--- src/psc_pkg.sv ---
// Shared types and constants for the polynomial sine/cosine pipeline.
// Holds the lane bundle passed between stages and the Q32/Q30 constants.
`default_nettype none

package psc_pkg;

  typedef struct packed {
    logic               valid;
    logic               odd;
    logic signed [31:0] r;
    logic signed [32:0] r2;
    logic signed [31:0] p;
  } lane_t;

  localparam logic signed [35:0] PI_Q32   = 36'sd13493037705;
  localparam logic signed [35:0] PI2_Q32  = 36'sd6746518852;
  localparam logic signed [31:0] RECIP_PI = 32'sd1367130551;

  localparam logic signed [31:0] COEF_A = -32'sd198515;
  localparam logic signed [31:0] COEF_B = 32'sd8924834;
  localparam logic signed [31:0] COEF_C = -32'sd178945024;
  localparam logic signed [31:0] COEF_D = 32'sd1073740816;

endpackage

`default_nettype wire

--- src/psc_finish.sv ---
// Final r*p product, sign by k parity, output rounding, saturation and skid.
// Depends on psc_pkg; drives the result channel and the pipeline enable.
`default_nettype none

module psc_finish #(
  parameter int RESULT_FRAC_BITS = 30
) (
  input  wire logic               clk,
  input  wire logic               rst,
  input  wire psc_pkg::lane_t     lane_in,
  output logic                    en,
  output logic                    res_valid,
  input  wire logic               res_stall,
  output logic signed [31:0]      value
);
  import psc_pkg::*;

  localparam int SHIFT = 30 - RESULT_FRAC_BITS;
  localparam logic signed [63:0] RND30   = 64'sd536870912;
  localparam logic signed [33:0] RND_OUT = (SHIFT > 0) ? (34'sd1 <<< (SHIFT - 1)) : 34'sd0;
  localparam logic signed [33:0] ONE     = 34'sd1 <<< RESULT_FRAC_BITS;

  logic signed [63:0] prod_c;
  logic signed [63:0] prod_rnd;
  logic signed [33:0] yr;
  logic signed [31:0] sat_c;

  logic               v1, v2, v3;
  logic               odd1, odd2;
  logic signed [63:0] prod1;
  logic signed [31:0] y2;
  logic signed [32:0] yn3;
  logic               skid_full;
  logic signed [31:0] skid_value;

  assign en       = !skid_full;
  assign prod_c   = lane_in.r * lane_in.p;
  assign prod_rnd = prod1 + RND30;
  assign yr       = (34'(yn3) + RND_OUT) >>> SHIFT;

  always_comb begin
    if (yr > ONE) begin
      sat_c = ONE[31:0];
    end else if (yr < -ONE) begin
      sat_c = 32'(-ONE);
    end else begin
      sat_c = yr[31:0];
    end
  end

  always_ff @(posedge clk) begin
    if (rst) begin
      v1 <= 1'b0;
      v2 <= 1'b0;
      v3 <= 1'b0;
    end else if (en) begin
      v1 <= lane_in.valid;
      v2 <= v1;
      v3 <= v2;
    end
  end

  always_ff @(posedge clk) begin
    if (en) begin
      prod1 <= prod_c;
      odd1  <= lane_in.odd;
      y2    <= prod_rnd[61:30];
      odd2  <= odd1;
      yn3   <= odd2 ? -33'(y2) : 33'(y2);
    end
  end

  always_ff @(posedge clk) begin
    if (rst) begin
      res_valid <= 1'b0;
      skid_full <= 1'b0;
    end else if (!res_valid || !res_stall) begin
      if (skid_full) begin
        res_valid <= 1'b1;
        skid_full <= 1'b0;
      end else begin
        res_valid <= v3;
      end
    end else if (v3 && !skid_full) begin
      skid_full <= 1'b1;
    end
  end

  always_ff @(posedge clk) begin
    if (!res_valid || !res_stall) begin
      value <= skid_full ? skid_value : sat_c;
    end
    if (res_valid && res_stall && !skid_full) begin
      skid_value <= sat_c;
    end
  end

endmodule

`default_nettype wire

--- config.mk ---
export PLATFORM = sky130hd
export DESIGN_NAME = psc_finish
export DESIGN_NICKNAME = d
export VERILOG_FILES = /design/src/psc_pkg.sv /design/src/psc_finish.sv
export SDC_FILE = /design/constraint.sdc
export NUM_CORES = 2
export LEC_CHECK = 0
export ABC_AREA = 0
export BUFFER_PORTS_ARGS = -buffer_cell sky130_fd_sc_hd__buf_2
export CAP_MARGIN = 20
export CORE_MARGIN = 8
export CORE_UTILIZATION = 35
export CTS_CLUSTER_DIAMETER = 40
export DETAILED_ROUTE_END_ITERATION = 8
export PLACE_DENSITY = 0.55
export SLEW_MARGIN = 20
export SYNTH_ARGS = -nofsm -noshare
export SYNTH_HDL_FRONTEND = slang
export SYNTH_SLANG_ARGS = --single-unit
--- constraint.sdc ---
create_clock -name clk -period 11.7 [get_ports clk]
set_input_delay 2.34 -clock clk [delete_from_list [all_inputs] [get_ports clk]]
set_output_delay 2.34 -clock clk [all_outputs]
set_load 0.02 [all_outputs]
; Word-level counts from Yosys, hierarchy flattened
; Index checks and enable logic that the tools add are counted.
[word_totals]
reg_bits = 198
latch_bits = 0
mem_bits_rw = 0
romBits = 0
inputBits = 102
output_inout_bits = 34
mem_count = 0
[classes]
addsub = 2
multipliers = 1
div = 0
n_lt_le_gt_ge = 2
eq_ne = 0
n_shift = 0
muxes = 5
bitwise = 0
n_reduce_logical = 8
[ops]
columns = operator, count
row1 = 32-bit two-way mux, 3
row2 = 62-bit by 31-bit adder with 62-bit output (second input constant), 1
row3 = 32-bit by 32-bit multiplier with 62-bit output, 1
row4 = 33-bit by 32-bit greater-than comparator with 1-bit output (second input constant), 1
row5 = 33-bit by 31-bit < comparator with 1-bit output (second input constant), 1
row6 = 33-bit two-way mux, 1
row7 = 32-bit negation with 33-bit output, 1
row8 = 1-bit logical AND, 3
row9 = 1-bit zero test, 3
row10 = 2-bit OR reduction, 1
row11 = 1-bit logical OR, 1
row12 = 1-bit two-way mux, 1

; Depth between registers and ports, before layout
[depth]
ltp_word = 4
depth_mapped = 28
ltp_nobuf = 27

; Worst setup path after synthesis
; Ideal clock, no wire load.
[synth_path]
path_kind = in2reg
from = in lane_in[2] in the netlist's numbering
to = reg prod1[60] (data pin)
setup_ns = 0.265
t_arrival_ns = 9.404
t_required_ns = 11.435
slack_ns = 2.031
stages = 26
n_path_buf = 1
cell_sequence = clkbuf_1 > nand2_1 > inv_1 > fa_1 > fa_1 > fa_1 > inv_1 > fa_1 > inv_1 > fa_1 > fa_1 > inv_1 > fa_1 > inv_1 > fa_1 > ha_1 > a21o_1 > a21o_1 > a21o_1 > a21oi_1 > nor2b_1 > o21ai_0 > nand2b_1 > a211oi_1 > o21ai_0 > xor2_1
[synth_via]
elab_chain_cells = 1
[synth_rtl]
columns = item, line
row1 = from (decl), psc_finish.sv:10  ; input wire psc_pkg::lane_t lane_in,
row2 = 32-bit by 32-bit multiplier with 62-bit output, psc_finish.sv:37  ; assign prod_c = lane_in.r * lane_in.p;
row3 = via prod_c[60], psc_finish.sv:23  ; logic signed [63:0] prod_c;
row4 = to (signal assigned), psc_finish.sv:65  ; prod1 <= prod_c;
row5 = to (decl), psc_finish.sv:30  ; logic signed [63:0] prod1;
; The timed path passes the listed nets, and every way through them passes these cells.
; A chain may end at the register's enable or synchronous reset.

; Final worst setup path
[layout_path]
from = in lane_in[9] in the netlist's numbering
to = reg prod1[55] (data pin)
; Same word-level chain as after synthesis.

==> results.toml <==
[outcome]
status = "finished clean"

[yosys]
ys_seq_area_share_pct = 11.99
avgSynthCellArea_um2 = 10.04
synth_commonest_cells = "fa_1 (1061), inv_1 (944), and2_1 (546), nand2_1 (538), clkbuf_1 (210)"
yosys-top-cells-area = "fa_1 (51%), edfxtp_1 (12%), inv_1 (8.5%)"
synth_top_flop_cell = "edfxtp_1"
synth-edff-count = 164
ys_seq_elements = 169
netlist_area_um2 = 41920
yosysUniqueCellTypes = 51
async_flop_share_pct = 0
synth_top_area_cell = "fa_1"
synth_nets = 5517
synth_top_area_share_pct = 50.67
yosysMostFrequentCell = "fa_1"
synth_cells = 4175
yosys_warnings = 0

[setup_path]
crit_family = "adder cells"
required_ns = 11.91
cp-start-kind = "input pin"
cp_num_cells = 26
cp_data_arrival_time_ns = 10.64
path_buf_inv = 6
end_kind = "flop"
critPathKind = "input pin to flop"
max_stage_delay_ns = 0.75
ff2ff_path_depth = 8
cp_max_fo = 32
worst_path_max_delay_cell = "nor4b_1"
crit_top_cell = "fa_1"

[layout]
layout.nets = 5485
n_antenna_cell = 0
drive_gt1_share_pct = 5.558
syn_to_final_growth_pct = 6.435
regArea_um2 = 5025
fillerInstances = 11980
multi_input_area_um2 = 32560

[floorplanning]
dieWidth_um = 362.1
fp.dieH_um = 362.1
row_count = 127
io_pins = 136
core_area_um2 = 119300
die-area_um2 = 131100
start_util_pct = 35.13

[route]
dr.pass1.iters = 5
routed_wl_mm = 113.9
drt_iter0_drc = 1629
routed_via_density = 4.803
wl_per_cell_um = 19.75
via_count = 27710
route.detailed.drc = 0
ant_nets = 0

[timing]
finalClockSkew_ns = 0.006465
maxSlewViolCount = 0
final-setup-viol-count = 0
rsz0062_at_grt = "false"
worstMarginPinSlew_ns = 1.043
slew_headroom_pct = 30.47
hold_viol = 0
final.min_clock_period_ns = 10.42
finalSetupTns_ns = 0
fin_crit_sh_pct = 89.10
max_freq_mhz = 95.92

[grt]
grt_util_all_layers_pct = 17.99
antenna_found_initial = 6
grt_pass1_vias = 31390
grt-ovfl-total = 0
grt_pass1_wl_mm = 183.7
grt_start_max_net_pins = 89

[clocking]
cts_resized = 0
clkSlewWorstSetupHoldPaths_ns = 0.06
postCtsHoldBufs = 0
cts_buffer_depth = 2
postCtsSetupBuffers = 0
cts_sinks = 169
cts_tree = "done"
cts_buffers = 17
clock-root-buffer = "clkbuf_16"
cts.htree.levels = 4
clock_latency_ns = 0.42

[placement]
numPortBuffers = 102
gp_congestion = 0.8980
dp_hpwl_mm = 89.42

[run]
maxCapViolCount = 0

[hold_path]
hold_class = "flop to flop"
hold_depth = 0
## flip-flops by register name, summed over array words and instances, names as in the netlist
name,count
v1,1
prod1,33
odd1,1
yn3,33
res_valid,1
value,32
v3,1
odd2,1
v2,1
y2,32
skid_full,1
skid_value,32
## per-layer routing
layer / wire length, µm / track usage [%] / vias up
met3: 5478 / 2.243 / 150
met5: 9 / 0 / -
met4: 3081 / 4.619 / 2
met2: 54000 / 30.25 / 706
met1: 51330 / 24.66 / 14740
li1: - / - / 12100
## stage by stage
| stage | util (%) | cell area, µm² | std cells | worst slack [ns] | hold slack, ns |
|---|---|---|---|---|---|
| 2_1_floorplan | - | 41920 | 4175 | 2.031 | 0.4003 |
| 3_3_place_gp | 36.96 | 44100 | 5736 | 0.8611 | 0.4056 |
| 3_5_place_dp | 36.96 | 44100 | 5736 | 0.8904 | 0.4070 |
| 4_1_cts | 37.39 | 44620 | 5768 | 1.325 | 0.4229 |
| 5_1_grt | 37.39 | 44620 | 5768 | 0.8233 | 0.4286 |
| 6_report | 37.39 | 44620 | 5768 | 1.275 | 0.4210 |
## kinds of logic after synthesis
kind of cell / share of synthesized area (%)
flip-flops: 11.99
AO/OA/AOI/OAI: 2.808
buffers and inverters: 10.37
adder cells (fa/ha/maj): 56.01
AND/OR/NAND/NOR: 15.45
multiplexers: 0.9551
XOR/XNOR: 2.423
## final cells by class
| cell class | instances | area share [%] |
|---|---|---|
| clock buffers | 21 | 0.9870 |
| clock inverters | 11 | 0.1598 |
| inverters | 944 | 7.947 |
| multi-input cells | 2849 | 72.96 |
| flip-flops and latches | 169 | 11.26 |
| well taps | 1612 | 4.520 |
| repair buffers | 162 | 2.162 |
## path summary, 6_finish.rpt
kind	endpoint	slack [ns]	startpoint
max reg2reg	yn3[32]	8.49	y2[7]
min reg2reg	odd2	0.42	odd1
max	prod1[55]	1.28	lane_in[9]
min	odd2	0.42	odd1
## cells in the final DEF (no fill, tap or decap), types with 17 or more instances in the layout
| cell type | synthesis | final |
|---|---|---|
| a21oi_1 | 61 | 61 |
| edfxtp_1 | 164 | 164 |
| nand2_1 | 538 | 538 |
| and2_1 | 546 | 546 |
| nor2b_1 | 28 | 28 |
| nand4_1 | 26 | 26 |
| buf_4 | 0 | 59 |
| o21ai_0 | 42 | 42 |
| xor2_1 | 28 | 28 |
| inv_1 | 944 | 943 |
| a21o_1 | 34 | 34 |
| nand2b_1 | 18 | 18 |
| fa_1 | 1061 | 1061 |
| buf_2 | 2 | 102 |
| mux2_2 | 32 | 32 |
| clkbuf_16 | 0 | 17 |
| xnor2_1 | 88 | 88 |
| nand3_1 | 18 | 18 |
| nor2_1 | 46 | 45 |
| ha_1 | 179 | 179 |
Power is left out: the tool's default activity adds up to more than one toggle a clock period on the data nets, which glitch-free logic cannot reach.
