**src/psc_pkg.sv**
```systemverilog
// Shared types and constants for the polynomial sine/cosine pipeline.
// Holds the lane bundle passed between stages and the Q32/Q30 constants.
`default_nettype none

package psc_pkg;

  typedef struct packed {
    logic               valid;
    logic               odd;
    logic signed [31:0] r;
    logic signed [32:0] r2;
    logic signed [31:0] p;
  } lane_t;

  localparam logic signed [35:0] PI_Q32   = 36'sd13493037705;
  localparam logic signed [35:0] PI2_Q32  = 36'sd6746518852;
  localparam logic signed [31:0] RECIP_PI = 32'sd1367130551;

  localparam logic signed [31:0] COEF_A = -32'sd198515;
  localparam logic signed [31:0] COEF_B = 32'sd8924834;
  localparam logic signed [31:0] COEF_C = -32'sd178945024;
  localparam logic signed [31:0] COEF_D = 32'sd1073740816;

endpackage

`default_nettype wire

```
**src/psc_horner_cell.sv**
```systemverilog
// One Horner step: p <= coef + round_q30(r2 * p), over two register stages.
// Depends on psc_pkg for the lane_t bundle.
`default_nettype none

module psc_horner_cell (
  input  wire logic               clk,
  input  wire logic               rst,
  input  wire logic               en,
  input  wire logic signed [31:0] coef,
  input  wire psc_pkg::lane_t     lane_in,
  output psc_pkg::lane_t          lane_out
);
  import psc_pkg::*;

  localparam logic signed [64:0] RND30 = 65'sd536870912;

  logic signed [64:0] prod_c;
  logic signed [64:0] prod_rnd;

  logic               va, vb;
  logic               oa, ob;
  logic signed [31:0] ra, rb;
  logic signed [32:0] r2a, r2b;
  logic signed [64:0] proda;
  logic signed [31:0] pb;

  assign prod_c   = lane_in.r2 * lane_in.p;
  assign prod_rnd = proda + RND30;

  always_ff @(posedge clk) begin
    if (rst) begin
      va <= 1'b0;
      vb <= 1'b0;
    end else if (en) begin
      va <= lane_in.valid;
      vb <= va;
    end
  end

  always_ff @(posedge clk) begin
    if (en) begin
      oa    <= lane_in.odd;
      ra    <= lane_in.r;
      r2a   <= lane_in.r2;
      proda <= prod_c;
      ob    <= oa;
      rb    <= ra;
      r2b   <= r2a;
      pb    <= coef + prod_rnd[61:30];
    end
  end

  assign lane_out = '{valid: vb, odd: ob, r: rb, r2: r2b, p: pb};

endmodule

`default_nettype wire

```
**config.mk**
```make
export PLATFORM = sky130hd
export DESIGN_NAME = psc_horner_cell
export DESIGN_NICKNAME = d
export VERILOG_FILES = /design/src/psc_pkg.sv /design/src/psc_horner_cell.sv
export SDC_FILE = /design/constraint.sdc
export NUM_CORES = 2
export LEC_CHECK = 0
export BUFFER_PORTS_ARGS = -buffer_cell sky130_fd_sc_hd__buf_2
export CELL_PAD_IN_SITES_DETAIL_PLACEMENT = 1
export CELL_PAD_IN_SITES_GLOBAL_PLACEMENT = 1
export CORE_ASPECT_RATIO = 0.6
export CORE_MARGIN = 1.5
export CORE_UTILIZATION = 40
export DETAILED_ROUTE_END_ITERATION = 10
export GPL_ROUTABILITY_DRIVEN = 0
export PLACE_DENSITY = 0.74
export SYNTH_ARGS = -nofsm -noshare
export SYNTH_HDL_FRONTEND = slang
export SYNTH_SLANG_ARGS = --single-unit
```
**constraint.sdc**
```tcl
create_clock -name clk -period 14.8 [get_ports clk]
set_clock_uncertainty 0.1 [all_clocks]
set_input_delay 2.96 -clock clk [delete_from_list [all_inputs] [get_ports clk]]
set_output_delay 2.96 -clock clk [all_outputs]
set_load 0.02 [all_outputs]
```
Yosys cells after proc, flatten, opt, wreduce, memory -nomap -nowiden

Cells that the tools add are included.
W data, S select, Z words.

Output and inout bits: 99
Bits of input ports: 134
Word-level logic and storage cells: 13
Register bits after elaboration: 228

$mul: 1
Add/subtract/negate cells: 2

Operator list:

| kind                     | number |
|---|---|
| $add A62 B31 Y62 const B | 1 |
| $mul A33 B32 Y62         | 1 |
| $add A32 B32 Y32         | 1 |

Depth between registers and ports, before layout

Depth in word-level cells: 2
Mapped depth: 28
Mapped depth without buffers: 26

Worst setup path after synthesis

No wires, ideal clock.

Kind: in2reg
From: input lane_in[64] (netlist name)
To: register proda[60] (data pin)
Library setup time: 0.259 ns
Required time: 14.441 ns
Cell stages on the path: 23
Setup slack: 4.492 ns
Arrival: 9.949 ns
Path buffers: 2
Cell sequence: clkbuf_1 clkbuf_1 nand2_1 fa_1 fa_1 inv_1 fa_1 inv_1 fa_1 fa_1 fa_1 fa_1 fa_1 inv_1 ha_1 a21o_1 a21o_1 a21o_1 a21o_1 a21oi_1 o21ai_0 nand3b_2 xor2_1

Word-level cells in the longest chain between the ends: 1

Ends and longest elaborated chain:

| element              | RTL line              | source |
|---|---|---|
| start, declared      | psc_horner_cell.sv:10 | `input wire psc_pkg::lane_t lane_in,` |
| $mul A33 B32 Y62     | psc_horner_cell.sv:27 | `assign prod_c = lane_in.r2 * lane_in.p;` |
| via prod_c[60]       | psc_horner_cell.sv:17 | `logic signed [64:0] prod_c;` |
| end signal, assigned | psc_horner_cell.sv:45 | `proda <= prod_c;` |
| end, declared        | psc_horner_cell.sv:24 | `logic signed [64:0] proda;` |

The timed path passes the listed nets, and every way through them passes these cells.
A chain may end at the register's enable or synchronous reset.

Worst setup path after layout

From: input lane_in[2] (netlist name)
To: register proda[57] (data pin)

Same word-level chain as after synthesis.

==> results.txt <==
* Status: finished clean
- H-Tree Depth: 4
- The first global-routing pass estimated 222000 µm of wire.
* Detailed-route wire length on metal 1: 64700 µm
- Counting distinct cell types in the post-synthesis netlist gives 63.
* Worst skew pair latency: 0.53 ns
- Most common flop cell mapped by yosys: sky130_fd_sc_hd__edfxtp_1
- The startpoint identified for the worst register-to-register timing path is proda[37]$_DFFE_PP_.
* Synthesized cell area: 43300 µm²
- Met2 WL post-DR: 61300 µm
- Longest Clk Path Bufs: 2
- Average wire per standard cell: 24.8 µm
* Share of flip-flops with an asynchronous set or reset: 0
- In this run, the number of DRC markers left after iteration 0 of detailed routing was 2466.
* Avg Synthesized Cell Area: 10.2 µm²
- In the finished design, the share of the clock period the worst path needs comes to 0.780.
- STA classifies the critical path startpoint as an input port.
- Count of max-cap constraint violations: 0
- In the routed design, unresolved DRC markers number 0.
- The critical path starts at lane_in[2].
- Top achievable clock speed: 0.0866 GHz
* Number of cells on the worst hold path: 0
- The count of final max-slew check failures was 0.
- Clock-pin slew was measured on the worst setup and hold paths at 0.11 ns.
* Floorplan core area: 107000 µm²
* Number of antenna violations at the first check in global routing: 7
- Total setup buffers inserted after CTS: 0
* Unrepaired setup endpoints after global routing: false
- Setup_tns: 0 ns
* Cts bufs inserted: 17
* Pin count of the biggest net entering global routing: 81
- Worst Setup Path Type: input port to register
- For the worst flop-to-flop path, the logic depth is 15.
* Arrival time reported for the critical path endpoint: 11.74 ns
- Wire length on met3: 15000 µm
- In this run the most critical hold path is launched from r2a[2]$_DFFE_PP_.
- For the pin with the worst max-slew slack, the measured transition is 1.26 ns.
- Cell accounting for the most synthesized area: sky130_fd_sc_hd__fa_1
- Detail Placement HPWL: 112000 µm
- In this run the tightest slew margin relative to its limit is 0.160.
* Synth warnings: 0
* Cell chosen for the clock root: sky130_fd_sc_hd__clkbuf_16
- Share of synthesized area occupied by flip-flops and latches: 0.137
* Fill cell instance count of the final layout: 12100
- During placement, the flow inserted port buffers numbering 232.
- Of the cells placed in the final design, the portion with a size suffix greater than 1 is 0.0735.
* Critical register-to-register path endpoint: pb[30]$_DFFE_PP_
* Period minus WS final: 11.54 ns
- The clock drives 199 sinks.
- Resized Gates After CTS: 0
- Synthesis-to-layout area growth: 7.29%
- The hold violation count in the final report came to 0.
- Final Routed Wirelength: 143000 µm
- Number of cells produced by synthesis: 4251
- The number of global-route vias before repair was 35500.
- Hold buffer count at cts: 0
- Vias per std cell: 5.28
- From bottom edge to top edge, the die measures 258 µm.
* GRT Overall Usage: 0.269
- Via Count: 30500
* Post-Synthesis Net Count: 5675
- The count of nets left with antenna violations once routing finished came out at 0.
- Pin placement for this block handled 233 I/O pins.
- The tightest min-delay check is of the register to register type.
- By instance count, the leading cell after synthesis is sky130_fd_sc_hd__fa_1.
- Setup violations, final: 0
* Total of flip-flops plus latches after synthesis: 199
- Yosys attributes the largest share of cell area to sky130_fd_sc_hd__fa_1 (50%), sky130_fd_sc_hd__edfxtp_1 (14%), sky130_fd_sc_hd__inv_1 (8.2%).
* Die area: 110000 µm²
- In this run the worst path has a maximum fanout of 33.
* Detailed-router iteration count before antenna repair: 5
- By count the netlist is led by sky130_fd_sc_hd__fa_1 (1080), sky130_fd_sc_hd__inv_1 (949), sky130_fd_sc_hd__nand2_1 (556), sky130_fd_sc_hd__and2_1 (524), sky130_fd_sc_hd__ha_1 (210).
- TritonCTS built the clock tree.
- In this run the core area contains 93 standard-cell rows.
- The initial utilization of the core area, before any placement, comes to 0.404.
- The die is 428 µm wide.
- After global routing the overflow that remains totals 0.
- Crit end category: register
- Reg2Reg Setup Slack: 10.08 ns
* Worst Hold Path EP: r2b[2]$_DFFE_PP_
- Critical path required time: 15.00 ns
- The detailed router used layers up to and including met5.
* Number of enable flip-flop cells after synthesis: 197
- Of the post-synthesis cell area, the dominant cell type holds 0.499.
- At the end of the flow, the number of nets in the layout was 5763.
[logic make-up (layout without fill, tap and decap cells)]
family          after synthesis  count (layout)  synth area share
mux                           2               2          0.000462
compound gates              220             220            0.0326
xor+xnor                    111             111            0.0224
simple gates               1276            1276             0.148
other cells                   0               5                 0
flops                       199             199             0.137
fa+ha+maj                  1290            1290             0.559
buf+inv                    1153            1254             0.100
[layout make-up]
cell class	count	area [µm²]	area share
clock inverter	15	236	0.00508
sequential	199	5960	0.128
clock buffer	17	425	0.00915
multi-input combinational	2899	33100	0.711
inverter	950	3570	0.0767
tap	1425	1780	0.0383
timing repair buffer	272	1470	0.0316
antenna	5	12.5	0.000269
[routing by layer]
| layer | track usage | vias to the layer above |
|---|---|---|
| met5 | 0 | - |
| met4 | 0.0580 | 2 |
| met3 | 0.0808 | 163 |
| met2 | 0.394 | 1395 |
| met1 | 0.393 | 16300 |
| li1 | - | 12600 |
[cell usage in the layout, fill, tap and decap left out, types with 11 or more instances in the layout]
cell	count
sky130_fd_sc_hd__nand2_1	556
sky130_fd_sc_hd__and2_1	524
sky130_fd_sc_hd__nor2_1	77
sky130_fd_sc_hd__fa_1	1080
sky130_fd_sc_hd__a21o_1	31
sky130_fd_sc_hd__o21ai_0	42
sky130_fd_sc_hd__a21oi_1	72
sky130_fd_sc_hd__edfxtp_1	197
sky130_fd_sc_hd__o21bai_1	12
sky130_fd_sc_hd__nand4_1	13
sky130_fd_sc_hd__nand3_1	32
sky130_fd_sc_hd__clkbuf_16	17
sky130_fd_sc_hd__buf_2	231
sky130_fd_sc_hd__xnor2_1	82
sky130_fd_sc_hd__buf_4	40
sky130_fd_sc_hd__nor3_1	15
sky130_fd_sc_hd__ha_1	210
sky130_fd_sc_hd__and3_1	12
sky130_fd_sc_hd__inv_1	949
sky130_fd_sc_hd__xor2_1	29
sky130_fd_sc_hd__nand2b_1	12
sky130_fd_sc_hd__o21a_1	11
[worst max path at each step]
stage                                     end  slack [ns]  depth (start not counted)
after floorplan           proda[60]$_DFFE_PP_        4.49                         23
after global placement    proda[57]$_DFFE_PP_        2.93                         22
after detailed placement  proda[57]$_DFFE_PP_        2.85                         22
after CTS                 proda[57]$_DFFE_PP_        3.34                         22
after global routing      proda[57]$_DFFE_PP_        2.83                         22
final                     proda[57]$_DFFE_PP_        3.26                         22
[critical path, cell delays in order]
cell and delay (ns):
sky130_fd_sc_hd__buf_2 0.67, sky130_fd_sc_hd__nand2_1 0.22, sky130_fd_sc_hd__inv_1 0.19, sky130_fd_sc_hd__fa_1 0.47, sky130_fd_sc_hd__fa_1 0.51, sky130_fd_sc_hd__fa_1 1.01, sky130_fd_sc_hd__fa_1 0.87, sky130_fd_sc_hd__inv_1 0.37
sky130_fd_sc_hd__fa_1 0.60, sky130_fd_sc_hd__inv_1 0.06, sky130_fd_sc_hd__fa_1 0.54, sky130_fd_sc_hd__inv_1 0.05, sky130_fd_sc_hd__fa_1 0.43, sky130_fd_sc_hd__inv_1 0.25, sky130_fd_sc_hd__fa_1 0.47, sky130_fd_sc_hd__ha_1 0.46
sky130_fd_sc_hd__a21oi_1 0.11, sky130_fd_sc_hd__o21ai_0 0.43, sky130_fd_sc_hd__inv_1 0.11, sky130_fd_sc_hd__a21oi_1 0.36, sky130_fd_sc_hd__nand2_1 0.16, sky130_fd_sc_hd__o311ai_0 0.38
[flip-flops by register name, summed over array words and instances (netlist names)]
name	cells
vb	1
proda	33
ra	32
r2b	33
pb	32
r2a	33
rb	32
ob	1
oa	1
va	1
[through the flow]
step	setup slack (ns)	utilization	hold WS [ns]	instance area, µm²	std cells
3_5_place_dp	2.85	0.427	0.305	45800	5745
5_1_grt	2.83	0.433	0.323	46500	5781
2_1_floorplan	4.49	-	0.300	43300	4251
3_3_place_gp	2.93	0.427	0.300	45800	5745
6_report	3.26	0.433	0.317	46500	5782
4_1_cts	3.34	0.433	0.316	46500	5777
Power is not shown: default switching activity piles up to over one toggle a cycle in this logic, so the estimate is an artifact.
